===== src/hsl_pkg.sv =====
// Shared types and constants for the HSL to RGB converter.
package hsl_pkg;

    localparam int HSL_W   = 16;    // input field width
    localparam int CHAN_W  = 8;     // output channel width
    localparam int STAGES  = 7;     // register stages in the pipeline
    localparam int CH_N    = 3;     // channel values per item: c + m, x + m, m

    localparam int CH_C    = 0;
    localparam int CH_X    = 1;
    localparam int CH_0    = 2;

    localparam int A_W     = 17;            // 1 - |2l - 1|, scaled
    localparam int T_W     = A_W + HSL_W;   // chroma product a * s

    localparam int DEG_TURN   = 360;
    localparam int DEG_SECTOR = 60;
    localparam int PCT_FULL   = 100;
    localparam int SECTORS    = 6;
    localparam int HDEG_W     = 9;          // reduced hue in degrees

    // hue / 360 as (hue * HUE_RECIP) >> HUE_RECIP_SHIFT, exact for 16-bit hue
    localparam int HUE_RECIP       = 93207;
    localparam int HUE_RECIP_W     = 17;
    localparam int HUE_RECIP_SHIFT = 25;
    localparam int Q360_W          = 8;

    // integer form: channel = floor((17 * N + 40000) / 80000)
    localparam int INT_LIGHT_K = 12000;     // 2 * 100 * 60
    localparam int INT_KL_W    = 30;
    localparam int INT_N_W     = 21;
    localparam int INT_SCALE   = 17;
    localparam int INT_ROUND   = 40000;
    localparam int INT_X_W     = 25;
    localparam int INT_PRE_SHIFT = 7;       // 80000 = 128 * 625
    localparam int INT_Y_W     = 18;

    // y / 625 as (y * SCALE_RECIP) >> SCALE_RECIP_SHIFT, exact for 18-bit y
    localparam int SCALE_RECIP       = 429497;
    localparam int SCALE_RECIP_SHIFT = 28;
    localparam int INT_P_W           = INT_Y_W + 19;
    localparam int INT_Q_W           = INT_P_W - SCALE_RECIP_SHIFT;

    localparam int FRAC_SCALE = 510;
    localparam int CHAN_MAX   = 255;

    typedef enum logic {
        KIND_INT  = 1'b0,
        KIND_FRAC = 1'b1
    } kind_t;

    typedef enum logic [2:0] {
        SEC_R_Y = 3'd0,
        SEC_Y_G = 3'd1,
        SEC_G_C = 3'd2,
        SEC_C_B = 3'd3,
        SEC_B_M = 3'd4,
        SEC_M_R = 3'd5
    } sector_t;

    typedef struct packed {
        logic [STAGES-1:0] load;
    } pipe_ctrl_t;

endpackage


===== src/hsl_pipe_ctrl.sv =====
// Valid bits and per-stage load enables of the conversion pipeline.
module hsl_pipe_ctrl import hsl_pkg::*; (
    input  logic       clk,
    input  logic       rst_n,
    input  logic       hsl_valid,
    output logic       hsl_ready,
    output logic       rgb_valid,
    input  logic       rgb_ready,
    output pipe_ctrl_t ctrl
);

    logic [STAGES-1:0] valid_reg;
    logic [STAGES-1:0] valid_next;
    logic [STAGES:0]   ready;

    // a stage takes new data when it is empty or its content moves on
    always_comb
    begin
        ready[STAGES] = rgb_ready;
        for (int i = STAGES - 1; i >= 0; i--)
        begin
            ready[i] = !valid_reg[i] || ready[i+1];
        end
        valid_next[0] = ready[0] ? hsl_valid : valid_reg[0];
        for (int i = 1; i < STAGES; i++)
        begin
            valid_next[i] = ready[i] ? valid_reg[i-1] : valid_reg[i];
        end
    end

    always_ff @(posedge clk or negedge rst_n)
    begin
        if (!rst_n)
        begin
            valid_reg <= '0;
        end
        else
        begin
            valid_reg <= valid_next;
        end
    end

    assign ctrl.load = ready[STAGES-1:0];
    assign hsl_ready = ready[0];
    assign rgb_valid = valid_reg[STAGES-1];

endmodule


===== config.mk =====
export PLATFORM = sky130hd
export DESIGN_NAME = hsl_pipe_ctrl
export DESIGN_NICKNAME = d
export VERILOG_FILES = /design/src/hsl_pkg.sv /design/src/hsl_pipe_ctrl.sv
export SDC_FILE = /design/constraint.sdc
export NUM_CORES = 1
export LEC_CHECK = 0
export BUFFER_PORTS_ARGS = -buffer_cell sky130_fd_sc_hd__buf_4
export CAP_MARGIN = 20
export CORE_AREA = 2 2 39 41
export CTS_CLUSTER_SIZE = 20
export DETAILED_ROUTE_END_ITERATION = 10
export DIE_AREA = 0 0 41 43
export PLACE_DENSITY_LB_ADDON = 0.05
export RECOVER_POWER = 50
export SLEW_MARGIN = 10
export SYNTH_ARGS = -nofsm -noshare
export SYNTH_HDL_FRONTEND = slang
export SYNTH_SLANG_ARGS = --single-unit

===== constraint.sdc =====
create_clock -name clk -period 1 [get_ports clk]
set_clock_uncertainty 0.05 [all_clocks]
set_input_delay 0.1 -clock clk [delete_from_list [all_inputs] [get_ports clk]]
set_output_delay 0.1 -clock clk [all_outputs]
set_load 0.1 [all_outputs]

# ---- Yosys cells after proc, flatten, opt, wreduce, memory -nomap -nowiden
# Cells that the tools add are included.
dict set report totals {
  elab_cells 21
  latchBits 0
  reg_bits 7
  input_bits 4
  romBits 0
  n_memories 0
  ram_bits 0
}
dict set report op_classes {
  n_addsub 0
  muxes 0
  shift 0
  n_lt_le_gt_ge 0
  n_reduce_logical 14
  bitwise 0
  n_eq_ne 0
  n_mul 0
  n_div 0
}
# cell n
set op_table {}
lappend op_table {{$logic_not A1 Y1} 7}
lappend op_table {{$logic_or A1 B1 Y1} 7}

# ---- Longest topological paths before layout
dict set report depth {
  word_depth 8
  ltp_mapped 4
  mapped_depth_nobuf 2
}

# ---- Least setup slack after synthesis
# OpenSTA, ideal clock, no wires.
dict set report synth_timing {
  path_kind {flip-flop to output port}
  from {reg valid_reg[6]}
  to {out ctrl[0] (netlist bit)}
  arrival_ps 2921
  stages_incl_launch_ff 5
  slack_ps -2071
  required_time_ps 850
  path_cell_list {dfrtp_1 and4b_1 buf_6 nand4_1 buf_4}
}
dict set report synth_between {
  elab_chain_cells 8
}
# item line_no
set synth_lines {}
lappend synth_lines {{start, declared} hsl_pipe_ctrl.sv:12} ;# logic [STAGES-1:0] valid_reg;
lappend synth_lines {{start signal, assigned} hsl_pipe_ctrl.sv:39} ;# valid_reg <= valid_next;
lappend synth_lines {{$logic_not A1 Y1} hsl_pipe_ctrl.sv:22} ;# ready[i] = !valid_reg[i] || ready[i+1];
lappend synth_lines {{$logic_or A1 B1 Y1 (7 in a row)} hsl_pipe_ctrl.sv:22}
lappend synth_lines {{end, declared} hsl_pipe_ctrl.sv:9} ;# output pipe_ctrl_t ctrl
# Every way passes these cells.

==> qor.yml <==
place:
  place_ws_ns: -0.367
  hpwl_um: 503
  gp_congestion: 0.637
  dpl-instance-area_um2: 462
  port_buffers: 12
  placed_cells: 60
hold_path:
  holdPathStages: 4
  worst_hold_path_type: "in2reg"
  worstHoldEndpoint: "valid_reg[6]$_DFFE_PN0P_"
  holdCritStartpoint: "rgb_ready"
timing:
  setup_viol: 16
  max-slew-margin-rel_pct: 75.4
  fin_tns_setup_ns: -6.41
  tightest_slew_ns: 0.370
  fin_crit_ns: 1.51
  hold_viol_final: 0
  finalCritPeriodShare_pct: 151
  fin_ws_ns: -0.510
  rsz0062_at_grt: "true"
  max_freq_mhz: 662
  drv_slew: 0
worst_setup_path:
  arrival_ns: 1.36
  start_kind: "flip-flop"
  crit_path_max_incr_delay_ns: 0.46
  cp_slowest_cell: "dfrtp_4"
  critical_path_class: "reg2out"
  cp-end-kind: "output pin"
  startpoint: "valid_reg[6]$_DFFE_PN0P_"
  reg2reg_slack_ns: -0.46
  reg2regPathDepth: 5
  critical_path.cell_chain: "and4b_2 > buf_4 > nand3_2 > buf_12"
  timing.rr.end: "valid_reg[1]$_DFFE_PN0P_"
  crit_fanout: 5
  cp.required_ns: 0.85
  r2r-start: "valid_reg[6]$_DFFE_PN0P_"
yosys:
  yosysUniqueCellTypes: 16
  synth-seq-cells: 7
  syn_inst: 26
  postSynthAreaPerCell_um2: 11.7
  yosys.area_share.adder_pct: 0
  synth-xor-area-share_pct: 0
  synth_compound_area_share_pct: 11.1
  ys_seq_area_share_pct: 57.6
  synthSimpleGateAreaFrac_pct: 22.2
  ys.warnings.count: 0
  synth_top_family_by_area: "simple AND/OR/NAND/NOR gates"
  muxShareOfSynthArea_pct: 0
  syn-num-nets: 30
  syn-cell-area_um2: 304
clock_tree:
  clock_sinks: 7
  clock-root-buffer: "clkbuf_4"
  clk_pin_slew_worst_paths_ns: 0.05
  cts_buffers: 3
  clockBufferDepth: 2
  htree_levels: 1
  cts_tree: "yes"
  clock_latency_ns: 0.24
drt:
  drt-total-wl_um: 732
  viasPerCell: 4.07
  dr_total_vias: 297
  drc: 0
  drt-pass1-iter-count: 2
  drtIter0Drc: 1
  drtAntennaViolNets: 0
  detail_route.wl_per_cell_um: 10.0
power:
  p_leak_nw: 0.326
  power.density_mw_per_mm2: 2120
  ir_drop_v: 0.000865
finish:
  final_area_um2: 682
  antennaDiodeCount: 0
  drive_gt1_share_pct: 63.2
  final_common_cell: "buf_4"
  largest_register_ffs: 7
  fin_util_pct: 49.3
  syn_to_final_growth_pct: 124
  layout_common_cells: "buf_4 (17), buf_12 (7), dfrtp_1 (6)"
  fin_nets: 62
  final_cells: 73
die:
  die_area_mm2: 0.00176
  core_area_mm2: 0.00138
  chipWidth_um: 41
  die_height_um: 43
  std_cell_rows: 14
  ios: 13
  start_util_pct: 22.0
global_route:
  grt_overflow: 0
  antenna_found_initial: 0
  grt_pass1_vias: 304
  grt_max_degree: 8
  grt_use_total_pct: 10.9
  grt_first_pass_wirelength_um: 1220
run:
  drv_cap: 0
status:
  status: "complete, but fails checks"
  violations: "setup timing"
## how the worst max path moves through the flow
| stage | slack, ns | depth (start not counted) | endpoint |
|---|---|---|---|
| floorplan | -1.63 | 4 | ctrl[0] |
| global placement | -0.34 | 3 | hsl_ready |
| detailed placement | -0.37 | 3 | ctrl[0] |
| CTS | -0.52 | 4 | ctrl[1] |
| global route | -0.58 | 3 | ctrl[0] |
| finish | -0.51 | 4 | ctrl[1] |
## metal layers
layer,part of all wire (%),GRT usage [%],vias to the layer above
met5,0,0,-
met4,0,6.00,0
met3,4.2,6.28,0
met2,55,15.9,7
met1,41,11.9,138
li1,-,-,152
## cell type report
class                      count  area [um^2]
fill                         131          702
timing repair buffer          30          333
sequential                     7          179
multi-input combinational     15          120
clock buffer                   4         26.3
tap                           16         20.0
inverter                       1         3.75
## cells in the mapped netlist
cell type  count  area (um^2)
and2_1         1         6.26
buf_2          1         5.00
buf_4          1         7.51
inv_1          1         3.75
or2_1          1         6.26
nand3b_1       1         7.51
a41o_1         1         10.0
dfrtp_1        7          175
nand3_1        1         5.00
nand2_1        2         7.51
and4b_1        1         10.0
nand2b_1       3         18.8
buf_6          1         11.3
a21o_1         2         15.0
a31o_1         1         8.76
nand4_1        1         6.26
## power breakdown
group | leakage (nW) | total, W | switching [W] | internal (W)
Clock | 0.0150 | 0.000245 | 0.0000935 | 0.000152
Combinational | 0.237 | 0.000851 | 0.000492 | 0.000359
Sequential | 0.0738 | 0.000352 | 0.0000231 | 0.000329
Total | 0.326 | 0.00145 | 0.000609 | 0.000839
## stage by stage
stage | hold slack (ns) | total power [W]
2_1_floorplan | -0.246 | 0.000815
3_3_place_gp | -0.133 | 0.000969
3_5_place_dp | -0.132 | 0.000974
4_1_cts | 0.134 | 0.00147
5_1_grt | 0.195 | 0.00153
6_report | 0.205 | 0.00145
## kinds of logic (layout without fill, tap and decap cells)
group,Yosys count,in the layout
AO/OA/AOI/OAI,4,4
buffers and inverters,4,35
flip-flops,7,7
AND/OR/NAND/NOR,11,11
## critical path, delay by kind of cell, from the launching register on
kind / cells / cell delay [ns]
buffers and inverters: 2 / 0.32
and+or+nand+nor: 2 / 0.33
DFF: 1 / 0.46
## what timing repair did
item,in CTS,in global routing
gates cloned,0,0
buffers inserted,7,0
endpoints found under the hold margin,8,0
endpoints found under the setup margin,16,16
pin swaps,3,0
gates resized for setup,31,0
hold buffers,2,0
(Power assumes the default switching activity.)
