File: src/hsl_pkg.sv
// Shared types and constants for the HSL to RGB converter.
package hsl_pkg;

    localparam int HSL_W   = 16;    // input field width
    localparam int CHAN_W  = 8;     // output channel width
    localparam int STAGES  = 7;     // register stages in the pipeline
    localparam int CH_N    = 3;     // channel values per item: c + m, x + m, m

    localparam int CH_C    = 0;
    localparam int CH_X    = 1;
    localparam int CH_0    = 2;

    localparam int A_W     = 17;            // 1 - |2l - 1|, scaled
    localparam int T_W     = A_W + HSL_W;   // chroma product a * s

    localparam int DEG_TURN   = 360;
    localparam int DEG_SECTOR = 60;
    localparam int PCT_FULL   = 100;
    localparam int SECTORS    = 6;
    localparam int HDEG_W     = 9;          // reduced hue in degrees

    // hue / 360 as (hue * HUE_RECIP) >> HUE_RECIP_SHIFT, exact for 16-bit hue
    localparam int HUE_RECIP       = 93207;
    localparam int HUE_RECIP_W     = 17;
    localparam int HUE_RECIP_SHIFT = 25;
    localparam int Q360_W          = 8;

    // integer form: channel = floor((17 * N + 40000) / 80000)
    localparam int INT_LIGHT_K = 12000;     // 2 * 100 * 60
    localparam int INT_KL_W    = 30;
    localparam int INT_N_W     = 21;
    localparam int INT_SCALE   = 17;
    localparam int INT_ROUND   = 40000;
    localparam int INT_X_W     = 25;
    localparam int INT_PRE_SHIFT = 7;       // 80000 = 128 * 625
    localparam int INT_Y_W     = 18;

    // y / 625 as (y * SCALE_RECIP) >> SCALE_RECIP_SHIFT, exact for 18-bit y
    localparam int SCALE_RECIP       = 429497;
    localparam int SCALE_RECIP_SHIFT = 28;
    localparam int INT_P_W           = INT_Y_W + 19;
    localparam int INT_Q_W           = INT_P_W - SCALE_RECIP_SHIFT;

    localparam int FRAC_SCALE = 510;
    localparam int CHAN_MAX   = 255;

    typedef enum logic {
        KIND_INT  = 1'b0,
        KIND_FRAC = 1'b1
    } kind_t;

    typedef enum logic [2:0] {
        SEC_R_Y = 3'd0,
        SEC_Y_G = 3'd1,
        SEC_G_C = 3'd2,
        SEC_C_B = 3'd3,
        SEC_B_M = 3'd4,
        SEC_M_R = 3'd5
    } sector_t;

    typedef struct packed {
        logic [STAGES-1:0] load;
    } pipe_ctrl_t;

endpackage

File: src/hsl_scale.sv
// Back stages: scale to 0..255 with round to nearest, route channels by sector.
module hsl_scale import hsl_pkg::*; #(
    parameter int FRAC_BITS = 16
) (
    input  logic                          clk,
    input  pipe_ctrl_t                    ctrl,
    input  kind_t                         s5_kind,
    input  sector_t                       s5_sector,
    input  logic signed [3*FRAC_BITS+3:0] s5_n [CH_N],
    output logic [CHAN_W-1:0]             red,
    output logic [CHAN_W-1:0]             green,
    output logic [CHAN_W-1:0]             blue
);

    localparam int NW  = 3 * FRAC_BITS + 4;
    localparam int WW  = NW + 9;
    localparam int FSH = 3 * FRAC_BITS + 2;
    localparam int QW  = WW - FSH;
    localparam logic [WW-1:0] FRAC_ROUND = WW'(1) << (3 * FRAC_BITS + 1);

    // stage 6: sign, integer pre-scale, fraction result
    logic [INT_X_W-1:0]  x;
    logic [WW-1:0]       w;
    logic [QW-1:0]       qw;
    logic                neg_next [CH_N];
    logic [INT_Y_W-1:0]  y_next   [CH_N];
    logic [CHAN_W-1:0]   qf_next  [CH_N];

    kind_t               s6_kind_reg;
    sector_t             s6_sector_reg;
    logic                s6_neg_reg [CH_N];
    logic [INT_Y_W-1:0]  s6_y_reg   [CH_N];
    logic [CHAN_W-1:0]   s6_qf_reg  [CH_N];

    always_comb
    begin
        x  = '0;
        w  = '0;
        qw = '0;
        for (int i = 0; i < CH_N; i++)
        begin
            neg_next[i] = s5_n[i][NW-1];
            x  = INT_X_W'(s5_n[i][INT_N_W-1:0]) * INT_X_W'(INT_SCALE)
                 + INT_X_W'(INT_ROUND);
            y_next[i] = x[INT_PRE_SHIFT +: INT_Y_W];
            w  = WW'(unsigned'(s5_n[i])) * WW'(FRAC_SCALE) + FRAC_ROUND;
            qw = w[FSH +: QW];
            qf_next[i] = (qw > QW'(CHAN_MAX)) ? CHAN_W'(CHAN_MAX) : qw[CHAN_W-1:0];
        end
    end

    always_ff @(posedge clk)
    begin
        if (ctrl.load[5])
        begin
            s6_kind_reg   <= s5_kind;
            s6_sector_reg <= s5_sector;
            s6_neg_reg    <= neg_next;
            s6_y_reg      <= y_next;
            s6_qf_reg     <= qf_next;
        end
    end

    // stage 7: divide by 625 via reciprocal, clamp, route
    logic [INT_P_W-1:0]  prod;
    logic [INT_Q_W-1:0]  qi;
    logic [CHAN_W-1:0]   v [CH_N];
    logic [CHAN_W-1:0]   red_next;
    logic [CHAN_W-1:0]   green_next;
    logic [CHAN_W-1:0]   blue_next;

    logic [CHAN_W-1:0]   red_reg;
    logic [CHAN_W-1:0]   green_reg;
    logic [CHAN_W-1:0]   blue_reg;

    always_comb
    begin
        prod = '0;
        qi   = '0;
        for (int i = 0; i < CH_N; i++)
        begin
            prod = INT_P_W'(s6_y_reg[i]) * INT_P_W'(SCALE_RECIP);
            qi   = prod[SCALE_RECIP_SHIFT +: INT_Q_W];
            if (s6_neg_reg[i])
            begin
                v[i] = '0;
            end
            else if (s6_kind_reg == KIND_FRAC)
            begin
                v[i] = s6_qf_reg[i];
            end
            else
            begin
                v[i] = (qi > INT_Q_W'(CHAN_MAX)) ? CHAN_W'(CHAN_MAX) : qi[CHAN_W-1:0];
            end
        end

        unique case (s6_sector_reg)
            SEC_R_Y:
            begin
                red_next = v[CH_C]; green_next = v[CH_X]; blue_next = v[CH_0];
            end
            SEC_Y_G:
            begin
                red_next = v[CH_X]; green_next = v[CH_C]; blue_next = v[CH_0];
            end
            SEC_G_C:
            begin
                red_next = v[CH_0]; green_next = v[CH_C]; blue_next = v[CH_X];
            end
            SEC_C_B:
            begin
                red_next = v[CH_0]; green_next = v[CH_X]; blue_next = v[CH_C];
            end
            SEC_B_M:
            begin
                red_next = v[CH_X]; green_next = v[CH_0]; blue_next = v[CH_C];
            end
            default:
            begin
                red_next = v[CH_C]; green_next = v[CH_0]; blue_next = v[CH_X];
            end
        endcase
    end

    always_ff @(posedge clk)
    begin
        if (ctrl.load[6])
        begin
            red_reg   <= red_next;
            green_reg <= green_next;
            blue_reg  <= blue_next;
        end
    end

    assign red   = red_reg;
    assign green = green_reg;
    assign blue  = blue_reg;

endmodule

File: config.mk
export PLATFORM = sky130hd
export DESIGN_NAME = hsl_scale
export DESIGN_NICKNAME = d
export VERILOG_FILES = /design/src/hsl_pkg.sv /design/src/hsl_scale.sv
export SDC_FILE = /design/constraint.sdc
export NUM_CORES = 2
export LEC_CHECK = 0
export BUFFER_PORTS_ARGS = -buffer_cell sky130_fd_sc_hd__buf_4
export CORE_MARGIN = 3
export CORE_UTILIZATION = 58
export CTS_CLUSTER_DIAMETER = 150
export CTS_CLUSTER_SIZE = 30
export DETAILED_ROUTE_END_ITERATION = 16
export GPL_ROUTABILITY_DRIVEN = 0
export PLACE_DENSITY = 0.78
export SLEW_MARGIN = 30
export SYNTH_ARGS = -nofsm -noshare
export SYNTH_HDL_FRONTEND = slang
export SYNTH_SLANG_ARGS = --single-unit
File: constraint.sdc
create_clock -name clk -period 7 [get_ports clk]
set_input_delay 1.4 -clock clk [delete_from_list [all_inputs] [get_ports clk]]
set_output_delay 1.4 -clock clk [all_outputs]
set_load 0.05 [all_outputs]
==> Word level (Yosys, flattened, before mapping) <==
Index checks and enable logic that the tools add are counted.
{ "op_classes": {"n_addsub": 6, "n_bitwise": 0, "div": 0, "eq_ne": 4, "mux": 12, "n_reduce_logical": 7, "multipliers": 9, "shifts": 0, "magnitude_cmp": 6} }
{ "ops": {"columns": ["op", "count"], "rows": [
  ["$add 61x50->61 const B", 3],
  ["$mul 52x8->60 const B", 3],
  ["$mul 18x19->37 const B", 3],
  ["$add 25x16->25 const B", 3],
  ["$mul 21x5->25 const B", 3],
  ["$mux 8", 9],
  ["$pmux 8 s2", 3],
  ["$gt 11x8->1 const B", 3],
  ["$gt 9x8->1 const B", 3],
  ["$reduce_or 2->1", 6],
  ["$eq 3x2->1 const B", 2],
  ["$eq 3x1->1 const B", 1],
  ["$eq 3x3->1 const B", 1],
  ["$logic_not 3->1", 1]
]} }
{ "totals": {"mem_bits_ro": 0, "ram_bits": 0, "out_inout_bits": 24, "mem_count": 0, "input_bits": 168, "ff_bits": 109, "latch_bits": 0} }

==> Longest topological paths before layout <==
{ "depth": {"word_depth": 6, "depth_mapped": 26} }

==> Least setup slack after synthesis <==
No wires, ideal clock.
{ "synth_timing": {"kind": "input-to-reg", "from": "input port s5_n[63] in the netlist's numbering", "to": "register s6_qf_reg[9] in the netlist's numbering, data pin", "required_time_ps": 6732, "n_path_buf": 1, "arrival_ps": 6752, "setup_slack_ps": -21, "cell_stages": 26, "cell_sequence": "inv_1 fa_1 inv_1 fa_1 inv_1 fa_1 inv_1 fa_1 ha_1 o21ai_0 a21oi_1 a221o_1 a221o_1 a21boi_0 nor3_1 a41oi_1 and2_1 ha_1 inv_1 nor3_1 and4_1 clkbuf_1 nor2b_1 o2111ai_1 o21ai_4 o21ai_0"} }
{ "synth_via": {"elab_chain_len": 3} }
{ "synth_lines": {"columns": ["element", "line", "text"], "rows": [
  ["start: declaration", "hsl_scale.sv:9", "input logic signed [3*FRAC_BITS+3:0] s5_n [CH_N],"],
  ["$mul 52x8->60 *", "hsl_scale.sv:46", "w = WW'(unsigned'(s5_n[i])) * WW'(FRAC_SCALE) + FRAC_ROUND;"],
  ["$add 61x50->61 *", "hsl_scale.sv:46", null],
  ["$gt 11x8->1", "hsl_scale.sv:48", "qf_next[i] = (qw > QW'(CHAN_MAX)) ? CHAN_W'(CHAN_MAX) : qw[CHAN_W-1:0];"],
  ["end signal: assignment", "hsl_scale.sv:60", "s6_qf_reg <= qf_next;"],
  ["end: declaration", "hsl_scale.sv:33", "logic [CHAN_W-1:0] s6_qf_reg [CH_N];"]
]} }
Mark *: on every way between the ends. The rest lies on a longest branch, timed or not.
A chain may end at the register's enable or synchronous reset.

==> Worst setup path in the final report <==
{ "layout_timing": {"from": "input port s5_n[137] in the netlist's numbering", "to": "register s6_qf_reg[22] in the netlist's numbering, data pin"} }
Same word-level chain as after synthesis.

==> results.yml <==
logic_synthesis:
  syn_nets: 7289
  synth_most_common_cell: "inv_1"
  synth_seq_area_share_pct: 6.36
  synthesis.area_mm2: 0.0515
  synthTopCellsByArea: "fa_1, ha_1, inv_1"
  ys_types: 90
  syn_area_per_cell_um2: 9.97
  synth_top_area_cell: "fa_1"
  ys.flop_type: "edfxtp_1"
  synth_seq_cells: 109
  synthCells: 5162
  synth_edf_count: 109
  async_flop_share_pct: 0
  synth_commonest_cells: "inv_1, fa_1, ha_1, a21oi_1, o21ai_0"
  yosysWarnings: 0
  yosysTopAreaCellShare_pct: 44.6
grt:
  grt_overflow: 0
  grt_pass1_vias: 42300
  track_usage_pct: 27.6
  grt_pass1_wl_um: 208000
  antenna_found_initial: 3
  grt_start_max_net_pins: 65
sta:
  worst_pin_slew_ps: 1050
  setup_ws_ps: -159
  drv_slew: 0
  rsz0062_at_grt: "yes"
  fmaxAchievable_mhz: 140
  finalHoldViolations: 0
  period_share_pct: 102
  slew_headroom_pct: 29.8
  period_minus_slack_ps: 7160
  fin_skew_ps: 17.4
  finalSetupViolations: 8
cells_and_area:
  instances_no_fill: 7146
  nets: 8112
  largest_reg_flops: 54
  drive_gt1_share_pct: 18.0
  final_util_pct: 69.4
  area_growth_syn_to_layout_pct: 17.8
  final_area_mm2: 0.0607
placement:
  placed_area_mm2: 0.0586
  dp_hpwl_um: 112000
  dp.cells: 7061
  io_buffers: 186
  dp_slack_ps: -752
die:
  num_rows: 108
  coreArea_mm2: 0.0874
  boundaryPins: 192
  die_h_um: 304
  die_w_um: 304
  die-area_mm2: 0.0924
  floorplan.initialDensity_pct: 58.9
critical_path:
  r2r-start: "s6_y_reg[16]"
  critPathLaunchType: "input pin"
  r2r_cells: 23
  cp_data_arrival_time_ps: 7340
  worstSetupEndpointType: "flop"
  worstReg2RegEnd: "blue[3]"
  reg2reg_slack_ps: 50
  crit_type: "input pin to flop"
  critPathMaxFanout: 7
  crit_required_ps: 7180
status:
  failed_checks: "setup timing"
  status: "finished, violations left"
worst_hold_path:
  hp-class: "flop to flop"
  hold_end: "blue[4]"
  min-delay-start: "s6_qf_reg[4]"
  worstHoldPathCells: 3
route:
  via_count: 38900
  first_iter_violations: 2448
  firstDrtPassIters: 6
  drcViolationCount: 0
  viasPerCell: 5.44
  wl_um: 127000
  detail-route-antenna-nets: 0
  wire_per_inst_um: 17.8
clock_network:
  clock_sinks: 109
  cts_tree: "built"
  htreeDepth: 3
  clk_pin_slew_ps: 90
  hold_buffers: 0
  cts-root-buf: "clkbuf_16"
  insertion_delay_ps: 420
  cts_made_buffers: 9
  clockBufferDepth: 2
job:
  drv_cap: 0
-- how the worst max path moves through the flow --
stage,startpoint,endpoint,cells past startpoint
after floorplan,s5_n[17],s6_qf_reg[1],21
after global placement,s5_n[108],s6_qf_reg[16],24
after detailed placement,s5_n[135],s6_qf_reg[16],22
after CTS,s5_n[124],s6_qf_reg[16],23
after global routing,s5_n[133],s6_qf_reg[21],24
final,s5_n[137],s6_qf_reg[22],24
-- routing by layer --
metal,GRT usage (%),wire length (µm),part of all wire [%],up-vias
met5,0,31,0.024,-
met4,7.41,3830,3.0,4
met3,4.49,8080,6.3,279
met2,46.8,63200,50,1235
met1,37.1,52300,41,19600
li1,-,-,-,17800
-- per-stage QoR --
stage / TNS [ps] / hold WS, ps
floorplan: 0 / 634
global placement: -11310 / 743
detailed placement: -14710 / 749
CTS: -4.83 / 778
global route: -3690 / 809
finish: -815 / 783
-- worst max-delay path, stage by stage --
cell and delay, ps:
buf_4 150, fa_1 510, inv_1 90, fa_1 530
fa_1 440, fa_1 490, inv_1 40, ha_1 300
nand4_1 220, nor4_4 310, buf_4 160, nand4_1 210
o211a_4 340, buf_6 120, a31o_4 210, a22oi_2 220
ha_2 240, nor2b_4 140, nand4b_1 240, a31o_2 310
mux2i_2 210, a31oi_4 150, buf_6 160, nand2b_1 120
-- cell families (layout without fill, tap and decap cells) --
logic type | after synthesis | in the layout | share of synthesized area (%)
adders and majority gates | 1959 | 1959 | 64.3
buffers and inverters | 1675 | 2503 | 12.2
AOI/OAI and AO/OA | 678 | 678 | 8.75
and+or+nand+nor | 615 | 615 | 6.17
xor gates and xnor gates | 110 | 110 | 1.87
DFF | 109 | 109 | 6.36
muxes | 16 | 16 | 0.321
other | 0 | 1 | 0
-- cell type report --
class | count | area [µm²]
Antenna cell | 1 | 2.50
Fill cell | 6089 | 26800
Inverter | 1659 | 6250
Clock buffer | 9 | 225
Multi-Input combinational cell | 3378 | 43100
Timing Repair Buffer | 828 | 6280
Sequential cell | 109 | 3270
Clock inverter | 7 | 110
Tap cell | 1155 | 1450
-- repair_timing --
| action | in CTS | in global routing |
|---|---|---|
| pin swaps | 13 | 113 |
| endpoints found under the setup margin | 45 | 48 |
| buffers inserted | 9 | 59 |
| resized for setup | 34 | 219 |
| cloned | 0 | 0 |
-- cells in the final DEF, fill, tap and decap left out, types with 16 or more instances in the layout --
master / instances
or3_1: 18
and3_1: 24
nor2_1: 123
ha_4: 20
o21a_1: 33
a21o_1: 53
o21bai_1: 17
ha_1: 785
nand4_1: 41
xnor2_1: 74
nor2b_1: 22
fa_1: 1140
o211ai_1: 22
buf_4: 814
a31oi_1: 16
edfxtp_1: 109
xor2_1: 33
nor3_1: 51
a21oi_1: 169
inv_1: 1637
nand2b_1: 22
nand2_1: 115
a211oi_1: 25
o21ai_0: 122
o21ai_1: 19
or2_2: 18
nand3_1: 73
Power is left out: the tool's default activity adds up to more than one toggle a clock period on the data nets, which glitch-free logic cannot reach.
