## config.mk

```make
export PLATFORM = sky130hd
export DESIGN_NAME = hsl_mix
export DESIGN_NICKNAME = d
export VERILOG_FILES = /design/src/hsl_pkg.sv /design/src/hsl_mix.sv
export SDC_FILE = /design/constraint.sdc
export NUM_CORES = 2
export LEC_CHECK = 0
export BUFFER_PORTS_ARGS = -buffer_cell sky130_fd_sc_hd__buf_2
export CORE_MARGIN = 5
export CORE_UTILIZATION = 34
export CTS_CLUSTER_DIAMETER = 80
export DETAILED_ROUTE_END_ITERATION = 16
export SYNTH_ARGS = -nofsm -noshare
export SYNTH_HDL_FRONTEND = slang
export SYNTH_SLANG_ARGS = --single-unit
```

## constraint.sdc

```tcl
create_clock -name clk -period 9.2 [get_ports clk]
set_input_delay 1.84 -clock clk [delete_from_list [all_inputs] [get_ports clk]]
set_output_delay 1.84 -clock clk [all_outputs]
set_load 0.02 [all_outputs]
```

## src/hsl_pkg.sv

```systemverilog
// Shared types and constants for the HSL to RGB converter.
package hsl_pkg;

    localparam int HSL_W   = 16;    // input field width
    localparam int CHAN_W  = 8;     // output channel width
    localparam int STAGES  = 7;     // register stages in the pipeline
    localparam int CH_N    = 3;     // channel values per item: c + m, x + m, m

    localparam int CH_C    = 0;
    localparam int CH_X    = 1;
    localparam int CH_0    = 2;

    localparam int A_W     = 17;            // 1 - |2l - 1|, scaled
    localparam int T_W     = A_W + HSL_W;   // chroma product a * s

    localparam int DEG_TURN   = 360;
    localparam int DEG_SECTOR = 60;
    localparam int PCT_FULL   = 100;
    localparam int SECTORS    = 6;
    localparam int HDEG_W     = 9;          // reduced hue in degrees

    // hue / 360 as (hue * HUE_RECIP) >> HUE_RECIP_SHIFT, exact for 16-bit hue
    localparam int HUE_RECIP       = 93207;
    localparam int HUE_RECIP_W     = 17;
    localparam int HUE_RECIP_SHIFT = 25;
    localparam int Q360_W          = 8;

    // integer form: channel = floor((17 * N + 40000) / 80000)
    localparam int INT_LIGHT_K = 12000;     // 2 * 100 * 60
    localparam int INT_KL_W    = 30;
    localparam int INT_N_W     = 21;
    localparam int INT_SCALE   = 17;
    localparam int INT_ROUND   = 40000;
    localparam int INT_X_W     = 25;
    localparam int INT_PRE_SHIFT = 7;       // 80000 = 128 * 625
    localparam int INT_Y_W     = 18;

    // y / 625 as (y * SCALE_RECIP) >> SCALE_RECIP_SHIFT, exact for 18-bit y
    localparam int SCALE_RECIP       = 429497;
    localparam int SCALE_RECIP_SHIFT = 28;
    localparam int INT_P_W           = INT_Y_W + 19;
    localparam int INT_Q_W           = INT_P_W - SCALE_RECIP_SHIFT;

    localparam int FRAC_SCALE = 510;
    localparam int CHAN_MAX   = 255;

    typedef enum logic {
        KIND_INT  = 1'b0,
        KIND_FRAC = 1'b1
    } kind_t;

    typedef enum logic [2:0] {
        SEC_R_Y = 3'd0,
        SEC_Y_G = 3'd1,
        SEC_G_C = 3'd2,
        SEC_C_B = 3'd3,
        SEC_B_M = 3'd4,
        SEC_M_R = 3'd5
    } sector_t;

    typedef struct packed {
        logic [STAGES-1:0] load;
    } pipe_ctrl_t;

endpackage

```

## src/hsl_mix.sv

```systemverilog
// Middle stages: secondary product and the three channel numerators.
module hsl_mix import hsl_pkg::*; #(
    parameter int FRAC_BITS = 16
) (
    input  logic                        clk,
    input  pipe_ctrl_t                  ctrl,
    input  kind_t                       s3_kind,
    input  sector_t                     s3_sector,
    input  logic [FRAC_BITS:0]          s3_g,
    input  logic [T_W-1:0]              s3_t,
    input  logic [HSL_W-1:0]            s3_lit,
    output kind_t                       s5_kind,
    output sector_t                     s5_sector,
    output logic signed [3*FRAC_BITS+3:0] s5_n [CH_N]
);

    localparam int NW  = 3 * FRAC_BITS + 4;
    localparam int PRW = T_W + FRAC_BITS + 1;

    // stage 4: t * g
    logic [PRW-1:0]      prod;

    kind_t               s4_kind_reg;
    sector_t             s4_sector_reg;
    logic [T_W-1:0]      s4_t_reg;
    logic [PRW-1:0]      s4_p_reg;
    logic [HSL_W-1:0]    s4_lit_reg;

    assign prod = PRW'(s3_t) * PRW'(s3_g);

    always_ff @(posedge clk)
    begin
        if (ctrl.load[3])
        begin
            s4_kind_reg   <= s3_kind;
            s4_sector_reg <= s3_sector;
            s4_t_reg      <= s3_t;
            s4_p_reg      <= prod;
            s4_lit_reg    <= s3_lit;
        end
    end

    // stage 5: N = t * u + K * l for u = dh, 2g - dh, -dh
    logic signed [NW-1:0] t_w;
    logic signed [NW-1:0] p_w;
    logic signed [NW-1:0] tdh;
    logic signed [NW-1:0] kl;
    logic [INT_KL_W-1:0]  kl_int;

    kind_t               s5_kind_reg;
    sector_t             s5_sector_reg;
    logic signed [NW-1:0] s5_n_reg [CH_N];

    always_comb
    begin
        t_w    = signed'(NW'(s4_t_reg));
        p_w    = signed'(NW'(s4_p_reg));
        kl_int = INT_KL_W'(s4_lit_reg) * INT_KL_W'(INT_LIGHT_K);
        if (s4_kind_reg == KIND_FRAC)
        begin
            tdh = t_w <<< FRAC_BITS;
            kl  = signed'(NW'(s4_lit_reg)) <<< (2 * FRAC_BITS + 1);
        end
        else
        begin
            tdh = t_w * signed'(NW'(DEG_SECTOR));
            kl  = signed'(NW'(kl_int));
        end
    end

    always_ff @(posedge clk)
    begin
        if (ctrl.load[4])
        begin
            s5_kind_reg    <= s4_kind_reg;
            s5_sector_reg  <= s4_sector_reg;
            s5_n_reg[CH_C] <= kl + tdh;
            s5_n_reg[CH_X] <= kl + (p_w <<< 1) - tdh;
            s5_n_reg[CH_0] <= kl - tdh;
        end
    end

    assign s5_kind   = s5_kind_reg;
    assign s5_sector = s5_sector_reg;
    assign s5_n      = s5_n_reg;

endmodule

```

# Yosys cells after proc, flatten, opt, wreduce, memory -nomap -nowiden
# Cells that the tools add are included.
# Widths: inputs -> output; s select.
# totals
regBits,263
out_inout_bits,160
in_bits,78
# op_classes
muxes,2
n_mul,3
n_addsub,4
# ops
operator,count
$add 52x52->52,2
$sub 52x52->52,2
$mux 49,2
$mul 33x17->50,1
$mul 33x4->37 const B,1
$mul 16x9->25 const B,1

# Depth between registers and ports, before layout
# logic_depth
ltp_word,4
depth_mapped,33

# Worst setup path after synthesis
# OpenSTA, ideal clock, no wires.
# synth_timing
path_type,in2reg
from,in s3_t[15]
to,reg s4_p_reg[48] (data pin)
stages,24
path_slack_ps,959
t_arrival_ps,7978
t_required_ps,8937
cell_sequence,clkbuf_1 -> clkbuf_1 -> nand2_1 -> fa_1 -> inv_1 -> fa_1 -> inv_1 -> fa_1 -> fa_1 -> fa_1 -> inv_1 -> fa_1 -> ha_1 -> a21o_1 -> a21o_1 -> a21o_1 -> a21o_1 -> a21o_1 -> a41oi_1 -> o31ai_1 -> a211oi_1 -> o221ai_1 -> a311oi_1 -> xnor2_1
# synth_between
elab_chain_len,1
# synth_rtl
item,line_no,rtl
"start, declared",hsl_mix.sv:10,"input logic [T_W-1:0] s3_t,"
$mul 33x17->50,hsl_mix.sv:29,assign prod = PRW'(s3_t) * PRW'(s3_g);
net prod[48],hsl_mix.sv:21,logic [PRW-1:0] prod;
"end signal, assigned",hsl_mix.sv:38,s4_p_reg <= prod;
"end, declared",hsl_mix.sv:26,logic [PRW-1:0] s4_p_reg;
# The timed path passes the listed nets, and every way through them passes these cells.
# A chain may end at the register's enable or synchronous reset.

# Worst setup path in the final report
# layout_timing
from,reg s4_lit_reg[6]
to,reg s5_n_reg (netlist bit s5_n[97]) (data pin)
# layout_between
elab_chain_len,4
# layout_rtl
item,line_no,rtl
"start, declared",hsl_mix.sv:27,logic [HSL_W-1:0] s4_lit_reg;
"start signal, assigned",hsl_mix.sv:39,s4_lit_reg <= s3_lit;
$mul 16x9->25,hsl_mix.sv:58,kl_int = INT_KL_W'(s4_lit_reg) * INT_KL_W'(INT_LIGHT_K);
$mux 49 *,hsl_mix.sv:59,if (s4_kind_reg == KIND_FRAC)
$add 52x52->52 *,hsl_mix.sv:78,s5_n_reg[CH_X] <= kl + (p_w <<< 1) - tdh;
$sub 52x52->52 *,hsl_mix.sv:78,
"end signal, assigned by index",hsl_mix.sv:77,s5_n_reg[CH_C] <= kl + tdh;
"end signal, assigned by index",hsl_mix.sv:78,
"end signal, assigned by index",hsl_mix.sv:79,s5_n_reg[CH_0] <= kl - tdh;
"end, declared",hsl_mix.sv:52,logic signed [NW-1:0] s5_n_reg [CH_N];
# Mark *: on every way between the ends. The rest lies on a longest branch, timed or not.

==> results.txt <==
The flow ran to the end, and the final reports show no timing, DRC or antenna violations. The largest single stage delay on the critical path is 0.63 ns. TritonCTS created 26 clock buffers. Warning count from the yosys run: 0. The detailed router's first-iteration violation count was 1962. For the number of global-route vias before repair, the log shows 31360.

The initial core utilization came out at 0.3407. For hold timing, the worst endpoint is s5_sector[1]. The wire length per cell after detailed routing is 18.37 µm.

The area share of the largest cell type after synthesis works out to 0.3133. The count of endpoints failing hold in the final timing report is 0. Input and output buffers added on the ports amount to 225. The share of the clock period used by the worst path came out at 0.9441.

The number of antenna violations at the first check in global routing came out at 13. The most area-hungry cell type in the Yosys netlist is sky130_fd_sc_hd__fa_1. The clock sink count came out at 255. The predominant post-synthesis flop cell was sky130_fd_sc_hd__edfxtp_1. The detailed router placed 30110 vias in this run. TritonCTS built the clock tree. For the met1 routing resource usage after global routing, the log shows 0.2396.

Compared with the post-synthesis result, the final layout area differs by 9.977%. The cell sitting at the root of the clock tree is a sky130_fd_sc_hd__clkbuf_16. By instance count, the cell type seen most on the critical path is sky130_fd_sc_hd__fa_1. Start of the worst register-to-register path: s4_lit_reg[6].

The die height is 356.0 µm. Summing all multi-input logic gate instances after layout gives 28780 µm². Entering global routing, the biggest net connects 88 pins. The die covers 126700 µm². Post-synthesis instance total: 4369.

In this run the worst path has a maximum fanout of 8. Synthesis inferred 255 register bits. The number of slew-limit violations in the final report was 0. The endpoint identified for the worst register-to-register timing path is s5_n[97].

Across all hold checks on the routed design, the worst slack comes to 0.4245 ns. The global-route track usage on met2 came out at 0.3065. The max-slew headroom at the worst pin was 0.3380; the number of flops mapped to enable cells by yosys was 255.

Once detail routing completed, the nets flagged for antenna violations numbered 0. After synthesis, the netlist uses 84 different library cells. Setup repair after global routing left no endpoint under its margin. The most critical setup path has its startpoint at s4_lit_reg[6]. Counting the fill cells in the layout gives 12170.

The run gives 0.1795 as the overall global routing resource usage. Summed over all failing endpoints, the final setup total negative slack is 0 ns. The worst hold path belongs to the class register to register. The critical path in this run is classified as register to register. The fraction of met3 tracks used by global routing is 0.02339, and the sequential fraction of the synthesis area is 0.1881. The clock arrives with 0.02341 ns of skew.

The async set-or-reset flop fraction in the synthesized netlist came out at 0. Setup violations remaining at the end of the flow were counted as 0. Timing would allow up to 115.1 MHz. The register with the most flip-flops in the layout has 148 of them. The worst register-to-register path has a setup slack of 0.51 ns. The last weighted congestion value of the routability-driven placer is 0.9059, and the area taken by flip-flops and latches is 7657 µm². In this run the standard cell core region covers 119500 µm². Yosys instantiated no cell more often than sky130_fd_sc_hd__inv_1. In this run the deepest clock path goes through 3 buffers. Counting cells, the worst reg-to-reg path comes to 30. The synthesized area per cell is 9.317 µm², and the total DRC errors in the routed layout is 0. Max-cap violations in this run came to 0.

Number of hold buffers added after CTS: 0. The time the final worst path needs with I/O delays and setup works out to 8.685 ns. met2 is the most crowded layer. The slew of the pin with the lowest slew margin was 0.9931 ns; the detailed-router iteration count before antenna repair was 6. The first global-routing pass estimated 179800 µm of wire.

Along the worst hold path, the cell count comes to 0. The launch instance of the worst min-delay path is s4_sector_reg[1]. The worst path arrival time is 9.00 ns, and the share of layout cells above drive strength 1 is 0.08690.

Data on the critical path is required at its endpoint by 9.52 ns. Clock-pin slew was measured on the worst setup and hold paths at 0.07 ns. The tools report the kind of capture point of the worst setup path as a register.

The worst setup path is launched from a register. The tools report the half-perimeter wire length after detailed placement as 94110 µm. Among all stages on the critical path, the largest delay is contributed by sky130_fd_sc_hd__edfxtp_1.

The final global-route overflow total was 0. The maximum level of the CTS H-tree came out at 1. After synthesis, the cell types taking the most area are sky130_fd_sc_hd__fa_1 (31%), sky130_fd_sc_hd__edfxtp_1 (19%), sky130_fd_sc_hd__ha_1 (11%). The number of nets in the finished design came out at 5625. Sorting the synthesized cells by how often they occur yields sky130_fd_sc_hd__inv_1 (953), sky130_fd_sc_hd__fa_1 (637), sky130_fd_sc_hd__nand2_1 (571), sky130_fd_sc_hd__ha_1 (373), sky130_fd_sc_hd__edfxtp_1 (255). In the routed layout, each cell is associated on average with a via count of 4.875.

The floorplan has 127 rows. For this design the top-level I/O count stands at 238. At the later pin of the worst-skew pair, clock insertion delay measures 0.58 ns. The tools report the netlist area before placement as 40710 µm².

In this run the horizontal extent of the chip is 356.0 µm. The final layout contains routed wiring with a total length of 113500 µm.
-- stage by stage --
stage	std cells	area [µm²]	setup WS [ns]	utilization
after floorplan	4375	40730	0.9591	-
after global placement	6117	43860	0.3235	0.3670
after detailed placement	6117	43860	0.3232	0.3670
after CTS	6165	44700	0.3701	0.3741
after global routing	6170	44750	0.1258	0.3745
final	6177	44770	0.5145	0.3746
-- cell usage in the layout (no fill, tap or decap), types with 17 or more instances in the layout --
master / n
sky130_fd_sc_hd__a21o_1: 111
sky130_fd_sc_hd__nand4_1: 17
sky130_fd_sc_hd__a21oi_1: 204
sky130_fd_sc_hd__nand2_1: 571
sky130_fd_sc_hd__buf_4: 86
sky130_fd_sc_hd__xor2_1: 68
sky130_fd_sc_hd__xnor2_1: 146
sky130_fd_sc_hd__a211oi_1: 22
sky130_fd_sc_hd__o21a_1: 33
sky130_fd_sc_hd__nand2b_1: 28
sky130_fd_sc_hd__a31oi_1: 22
sky130_fd_sc_hd__fa_1: 637
sky130_fd_sc_hd__nand3_1: 35
sky130_fd_sc_hd__nor2b_1: 24
sky130_fd_sc_hd__clkbuf_16: 27
sky130_fd_sc_hd__nor3_1: 32
sky130_fd_sc_hd__ha_1: 373
sky130_fd_sc_hd__and3_1: 17
sky130_fd_sc_hd__and2_1: 149
sky130_fd_sc_hd__buf_2: 223
sky130_fd_sc_hd__o21bai_1: 40
sky130_fd_sc_hd__o21ai_0: 101
sky130_fd_sc_hd__nor2_1: 139
sky130_fd_sc_hd__inv_1: 952
sky130_fd_sc_hd__edfxtp_1: 255
-- critical path: cells and delay by family, from the launching register on --
family / cells / cell delay (ns)
AOI/OAI and AO/OA: 12 / 2.91
xor gates and xnor gates: 1 / 0.14
adders and majority gates: 7 / 3.30
buffers and inverters: 3 / 0.14
DFF: 1 / 0.63
muxes: 1 / 0.15
and+or+nand+nor: 6 / 1.12
-- what timing repair did --
| action | 4_1_cts | 5_1_grt |
|---|---|---|
| endpoints found under the setup margin | 0 | 3 |
| resized for setup | 0 | 2 |
| buffers inserted | 0 | 4 |
| hold endpoints to repair | 0 | 0 |
-- routing by layer --
| metal | part of all wire | wire length [µm] |
|---|---|---|
| met2 | 0.48 | 54460 |
| met4 | 0.033 | 3698 |
| met3 | 0.052 | 5932 |
| met5 | 0.00051 | 58 |
| met1 | 0.43 | 49330 |
-- kinds of logic (layout without fill, tap and decap cells) --
group,count (synthesis),after routing,share of synthesized area
buffers and inverters,1135,1317,0.1059
muxes,9,9,0.002305
xor gates and xnor gates,214,214,0.04604
and+or+nand+nor,1070,1070,0.1199
DFF,255,255,0.1881
other,1,15,0.00009212
AOI/OAI and AO/OA,675,675,0.1097
adders and majority gates,1010,1010,0.4279
-- how the worst max path moves through the flow --
stage | end | cells after the start
after detailed placement | s4_p_reg[48] | 25
final | s5_n[97] | 30
after global routing | s5_n[97] | 29
after global placement | s4_p_reg[48] | 25
after CTS | s5_n[97] | 29
after floorplan | s4_p_reg[48] | 24
-- final cells by class --
class,instances,area share
Sequential cell,255,0.1710
Clock inverter,18,0.003522
Tap cell,1612,0.04505
Multi-Input combinational cell,2985,0.6428
Inverter,954,0.07999
Clock buffer,30,0.01534
Timing Repair Buffer,315,0.04184
Antenna cell,8,0.0004472
Power is not shown: default switching activity piles up to over one toggle a cycle in this logic, so the estimate is an artifact.
